### config.mk
export PLATFORM = sky130hd
export DESIGN_NAME = rvx_decode
export DESIGN_NICKNAME = d
export VERILOG_FILES = /design/src/hdl/rvx_pkg.sv /design/src/hdl/rvx_decode.sv
export SDC_FILE = /design/constraint.sdc
export NUM_CORES = 1
export LEC_CHECK = 0
export CAP_MARGIN = 30
export CORE_ASPECT_RATIO = 1.1
export CORE_MARGIN = 10
export CORE_UTILIZATION = 39
export CTS_CLUSTER_DIAMETER = 100
export DETAILED_ROUTE_END_ITERATION = 8
export DONT_BUFFER_PORTS = 1
export GPL_ROUTABILITY_DRIVEN = 1
export RECOVER_POWER = 100
export SLEW_MARGIN = 20
export SYNTH_ARGS = -nofsm -noshare
export SYNTH_HDL_FRONTEND = slang
export SYNTH_SLANG_ARGS = --single-unit
### constraint.sdc
create_clock -name clk -period 12.2 [get_ports clk]
set_input_delay 3.66 -clock clk [delete_from_list [all_inputs] [get_ports clk]]
set_output_delay 3.66 -clock clk [all_outputs]
set_load 0.1 [all_outputs]
### src/hdl/rvx_pkg.sv
// ----------------------------------------------------------------------------
// rvx_pkg: shared types and constants
// Payload structs, opcode codes and the decoded-instruction struct that
// passes from the front end to the execute back end.
// ----------------------------------------------------------------------------
package rvx_pkg;

  localparam int MEM_BYTES = 4096;
  localparam int MEM_AW = $clog2(MEM_BYTES);
  localparam int MEM_WORDS = MEM_BYTES / 4;
  localparam int WORD_AW = MEM_AW - 2;

  typedef enum logic [1:0] {
    OPN_WRITE = 2'd0,
    OPN_EXEC = 2'd1,
    OPN_READ = 2'd2,
    OPN_NONE = 2'd3
  } opn_t;

  localparam logic [6:0] OPC_LUI = 7'h37;
  localparam logic [6:0] OPC_AUIPC = 7'h17;
  localparam logic [6:0] OPC_JAL = 7'h6f;
  localparam logic [6:0] OPC_JALR = 7'h67;
  localparam logic [6:0] OPC_BRANCH = 7'h63;
  localparam logic [6:0] OPC_LOAD = 7'h03;
  localparam logic [6:0] OPC_STORE = 7'h23;
  localparam logic [6:0] OPC_IMM = 7'h13;
  localparam logic [6:0] OPC_REG = 7'h33;
  localparam logic [6:0] F7_ALT = 7'h20;

  localparam logic [1:0] ST_OK = 2'd0;
  localparam logic [1:0] ST_ILLEGAL = 2'd1;
  localparam logic [1:0] ST_RANGE = 2'd2;

  typedef enum logic [3:0] {
    K_NOP, K_MWRITE, K_MREAD, K_ILL, K_LUI, K_AUIPC, K_JAL, K_JALR,
    K_BRANCH, K_LOAD, K_STORE, K_ALU
  } kind_t;

  typedef enum logic [3:0] {
    A_ADD, A_SUB, A_SLL, A_SLT, A_SLTU, A_XOR, A_SRL, A_SRA, A_OR, A_AND
  } aluop_t;

  typedef struct packed {
    logic [1:0] operation;
    logic [31:0] instruction;
    logic [11:0] mem_address;
    logic [31:0] mem_word;
  } in_item_t;

  typedef struct packed {
    logic [31:0] next_pc;
    logic reg_write;
    logic [4:0] dest_reg;
    logic [31:0] dest_value;
    logic [31:0] read_word;
    logic [1:0] status;
  } out_item_t;

  // Decoded instruction handed from front end to back end.
  typedef struct packed {
    kind_t kind;
    aluop_t aluop;
    logic use_imm;
    logic [2:0] f3;
    logic [4:0] rd;
    logic [4:0] rs1;
    logic [4:0] rs2;
    logic [31:0] imm;
    logic [31:0] mword;
  } dec_t;

  function automatic logic [31:0] sext12(input logic [11:0] v);
    return {{20{v[11]}}, v};
  endfunction

endpackage

### src/hdl/rvx_decode.sv
// ----------------------------------------------------------------------------
// rvx_decode: front end
// Accepts input transactions, classifies and decodes them, and writes the
// result into the decoded-item queue.
// ----------------------------------------------------------------------------
module rvx_decode (
  input  logic              clk,
  input  logic              rst_n,
  input  logic              in_valid,
  output logic              in_ready,
  input  rvx_pkg::in_item_t in_data,
  output logic              q_valid,
  input  logic              q_ready,
  output rvx_pkg::dec_t     q_data
);
  import rvx_pkg::*;

  localparam int QD = 2;

  dec_t q_mem_r [QD];
  logic q_wp_r, q_rp_r;
  logic [1:0] q_cnt_r;
  dec_t d;
  logic [31:0] ir;
  logic [6:0] opc, f7;
  logic [2:0] f3;
  logic push, pop;

  assign ir = in_data.instruction;
  assign opc = ir[6:0];
  assign f3 = ir[14:12];
  assign f7 = ir[31:25];

  always_comb begin
    d = '0;
    d.kind = K_ILL;
    d.aluop = A_ADD;
    d.f3 = f3;
    d.rd = ir[11:7];
    d.rs1 = ir[19:15];
    d.rs2 = ir[24:20];
    d.mword = in_data.mem_word;
    case (opn_t'(in_data.operation))
      OPN_WRITE: begin
        d.kind = K_MWRITE;
        d.imm = {{(32-12){1'b0}}, in_data.mem_address};
      end
      OPN_READ: begin
        d.kind = K_MREAD;
        d.imm = {{(32-12){1'b0}}, in_data.mem_address};
      end
      OPN_NONE: d.kind = K_NOP;
      default: begin
        case (opc)
          OPC_LUI: begin
            d.kind = K_LUI;
            d.imm = {ir[31:12], 12'h000};
          end
          OPC_AUIPC: begin
            d.kind = K_AUIPC;
            d.imm = {ir[31:12], 12'h000};
          end
          OPC_JAL: begin
            d.kind = K_JAL;
            d.imm = {{11{ir[31]}}, ir[31], ir[19:12], ir[20], ir[30:21], 1'b0};
          end
          OPC_JALR: begin
            d.kind = (f3 == 3'd0) ? K_JALR : K_ILL;
            d.imm = sext12(ir[31:20]);
          end
          OPC_BRANCH: begin
            d.kind = (f3 == 3'd2 || f3 == 3'd3) ? K_ILL : K_BRANCH;
            d.imm = {{19{ir[31]}}, ir[31], ir[7], ir[30:25], ir[11:8], 1'b0};
          end
          OPC_LOAD: begin
            d.kind = (f3 == 3'd3 || f3 > 3'd5) ? K_ILL : K_LOAD;
            d.imm = sext12(ir[31:20]);
          end
          OPC_STORE: begin
            d.kind = (f3 > 3'd2) ? K_ILL : K_STORE;
            d.imm = sext12({ir[31:25], ir[11:7]});
          end
          OPC_IMM: begin
            d.kind = K_ALU;
            d.use_imm = 1'b1;
            d.imm = sext12(ir[31:20]);
            case (f3)
              3'd0: d.aluop = A_ADD;
              3'd1: begin
                d.aluop = A_SLL;
                d.imm = {27'd0, ir[24:20]};
                if (f7 != 7'd0) d.kind = K_ILL;
              end
              3'd2: d.aluop = A_SLT;
              3'd3: d.aluop = A_SLTU;
              3'd4: d.aluop = A_XOR;
              3'd5: begin
                d.aluop = (f7 == F7_ALT) ? A_SRA : A_SRL;
                d.imm = {27'd0, ir[24:20]};
                if (f7 != 7'd0 && f7 != F7_ALT) d.kind = K_ILL;
              end
              3'd6: d.aluop = A_OR;
              default: d.aluop = A_AND;
            endcase
          end
          OPC_REG: begin
            d.kind = K_ALU;
            case (f3)
              3'd0: d.aluop = (f7 == F7_ALT) ? A_SUB : A_ADD;
              3'd1: d.aluop = A_SLL;
              3'd2: d.aluop = A_SLT;
              3'd3: d.aluop = A_SLTU;
              3'd4: d.aluop = A_XOR;
              3'd5: d.aluop = (f7 == F7_ALT) ? A_SRA : A_SRL;
              3'd6: d.aluop = A_OR;
              default: d.aluop = A_AND;
            endcase
            if (f7 != 7'd0 && !(f7 == F7_ALT && (f3 == 3'd0 || f3 == 3'd5)))
              d.kind = K_ILL;
          end
          default: d.kind = K_ILL;
        endcase
      end
    endcase
  end

  assign in_ready = (q_cnt_r != 2'(QD));
  assign push = in_valid && in_ready;
  assign q_valid = (q_cnt_r != 2'd0);
  assign pop = q_valid && q_ready;
  assign q_data = q_mem_r[q_rp_r];

  always_ff @(posedge clk) begin
    if (push) q_mem_r[q_wp_r] <= d;
    if (!rst_n) begin
      q_wp_r <= 1'b0;
      q_rp_r <= 1'b0;
      q_cnt_r <= 2'd0;
    end else begin
      if (push) q_wp_r <= ~q_wp_r;
      if (pop) q_rp_r <= ~q_rp_r;
      q_cnt_r <= q_cnt_r + 2'(push) - 2'(pop);
    end
  end

endmodule

==> reports/results.ini <==
[outcome]
status = complete, but fails checks
failed_checks = max-capacitance violations, max-slew violations

[sta]
tns_ps = 0
rsz0062_at_grt = false
drv_slew = 220
finalHoldViolCount = 0
clock_skew_ps = 6.40
finalSetupViolations = 0
period_needed_ps = 8490
fmax_ghz = 0.118
min_period_over_period = 0.696
slew_headroom = -1.51
fin_ws_ps = 3710
worst_pin_slew_ps = 3770

[logic_synthesis]
syn_inst = 472
yosysSeqAreaShare = 0.710
netlist_area_sq_um = 7830
ys.flop_type = edfxtp_1
synth_seq_cells = 187
synth.area.top_cells = edfxtp_1 70%, mux2_2 13%, dfxtp_1 1.3%
synth_area_leader_cell = edfxtp_1
postSynthAreaPerCell_sq_um = 16.6
synth_top_area_share = 0.698
yosysWarnings = 0
ys_top_cells_by_count = 182 x edfxtp_1, 92 x mux2_2, 26 x nand2_1
ys_types = 53
synth_edf_count = 182
synth_nets = 556
yosysMostFrequentCell = edfxtp_1
synth_async_sr_flop_share = 0

[critical_path]
start_kind = register
crit_buf_inv = 1
cp_top_family = buffers and inverters
setup.worst_path.end_class = output pin
cp.arrival_ps = 4830
required_ps = 8540
r2r_cells = 5
critPathSlowestCell = clkbuf_1
critical_path_class = register to output pin
crit_chain = clkbuf_1, mux2_1
path_max_fanout = 62
cp.depth = 2
cpPeakStageDelay_ps = 2690

[min_path]
min_path_cells = 2
hold_path_class = register to register

[die]
num_rows = 54
die_x_um = 155
dieArea_sq_um = 26200
coreArea_sq_um = 19800
start_util = 0.396
pin_count = 175
die_height_um = 169

[clock_tree]
cts.repair.resized = 0
cts_tree = done
clk_pin_slew_worst_paths_ps = 70
ctsHoldBuffers = 0
cts_max_path_buffers = 2
postCtsSetupBuffers = 0
clk_latency_ps = 430
htree_levels = 4
clockRootBuffer = clkbuf_16
clkSinkCount = 187
numCtsBuffers = 17

[drt]
drt_pass1_iterations = 4
via_per_inst = 5.49
drt-initial-drc-count = 203
drc_errors = 0
ant_nets = 0
wl_per_cell_um = 23.6
drt-total-wl_mm = 17.6
num_vias = 4085

[layout]
diodes = 0
fin_nets = 563
area.growth.synth_to_final_pct = 9.95
drive_above_1_share = 0.0854

[power_and_ir_drop]
power_leakage_nw = 2.72
p_per_area_nw_per_um2 = 273
peakVddDrop_mv = 0.129

[global_route]
grt_pass1_vias = 4248
grt_max_degree = 63
antenna_found_initial = 0
gr-usage-all-layers = 0.131
grt-ovfl-total = 0
grt_pass1_wl_mm = 26.0

[placed_design]
place_ws_ps = 6390
io_buffers = 0
gp_congestion = 0.789
dpl.hpwl_mm = 12.2

[job]
cap_violations = 5

==> layout by cell type, fill, tap and decap left out, types with 3 or more instances in the layout <==
cell / netlist / layout
a22oi_1: 4 / 4
inv_8: 0 / 3
inv_1: 6 / 6
dfxtp_1: 5 / 4
a32o_1: 6 / 6
nor2_1: 17 / 17
nand2b_1: 4 / 4
edfxtp_1: 182 / 182
mux2_1: 0 / 90
o2bb2ai_1: 5 / 6
and2_0: 0 / 3
clkbuf_1: 13 / 8
clkinvlp_4: 0 / 6
clkbuf_16: 0 / 17
xnor2_1: 5 / 5
a21oi_1: 13 / 22
a31oi_1: 4 / 4
o21ai_0: 3 / 3
nor3_1: 9 / 9
nor2b_1: 8 / 8
nor4_1: 3 / 3
nand3b_1: 3 / 3
a211oi_1: 3 / 3
nand2_1: 26 / 26
nand3_1: 4 / 4
==> metrics by stage <==
stage | power, mW | std cells | instance area [sq um] | hold slack [ps] | util
2_1_floorplan | 1.80 | 472 | 7830 | 504 | -
3_3_place_gp | 1.87 | 706 | 8080 | 521 | 0.408
3_5_place_dp | 1.89 | 709 | 8140 | 531 | 0.411
4_1_cts | 2.42 | 741 | 8710 | 550 | 0.440
5_1_grt | 2.44 | 744 | 8610 | 577 | 0.435
6_report | 2.35 | 744 | 8610 | 544 | 0.435
==> state kept, by name, summed over array words and instances, names as in the netlist, named ones only <==
name	flops
q_rp_r	1
q_cnt_r	2
q_mem_r	182
q_wp_r	1
==> power breakdown <==
part	switching, mW	internal (mW)
Sequential	0.0314	0.823
Clock	0.238	0.287
Combinational	0.877	0.0968
==> metal layers <==
layer	vias up	global-route usage	wire length, um
met5	-	0	0
met4	0	0.0390	257
met3	16	0.0773	2190
met2	172	0.199	7990
met1	2032	0.151	7140
li1	1865	-	-
==> tightest hold or removal path, cell delays in order (launching register included) <==
cell and delay [ps]:
dfxtp_1 330, xnor2_1 130, nor2b_1 50
==> area by class of cell <==
type | count | area, sq um
inverters | 6 | 22.5
clock inverters | 13 | 135
repair buffers | 10 | 50.0
multi-input cells | 257 | 2090
flip-flops and latches | 187 | 5570
fillers | 1778 | 11200
clock buffers | 19 | 433
well taps | 252 | 315
==> path summary, 6_finish.rpt <==
| check | end | startpoint | slack, ps |
|---|---|---|---|
| worst max-delay path | q_data[58] | register | 3710 |
| worst max register to register | q_mem_r[0][58] | q_cnt_r[0] | 7390 |
| worst min-delay path | register | q_rp_r | 540 |
| worst min register to register | register | q_rp_r | 540 |
==> logic make-up (layout without fill, tap and decap cells) <==
kind of cell    Yosys count  after routing  share of synthesized area
xor+xnor                  5              5                    0.00559
compound gates           64             64                     0.0642
mux                      94             94                      0.135
simple gates             92             92                     0.0639
flops                   187            187                      0.710
buf+inv                  28             48                     0.0179
fa+ha+maj                 2              2                    0.00319
Power figures use the tool's default switching activity.
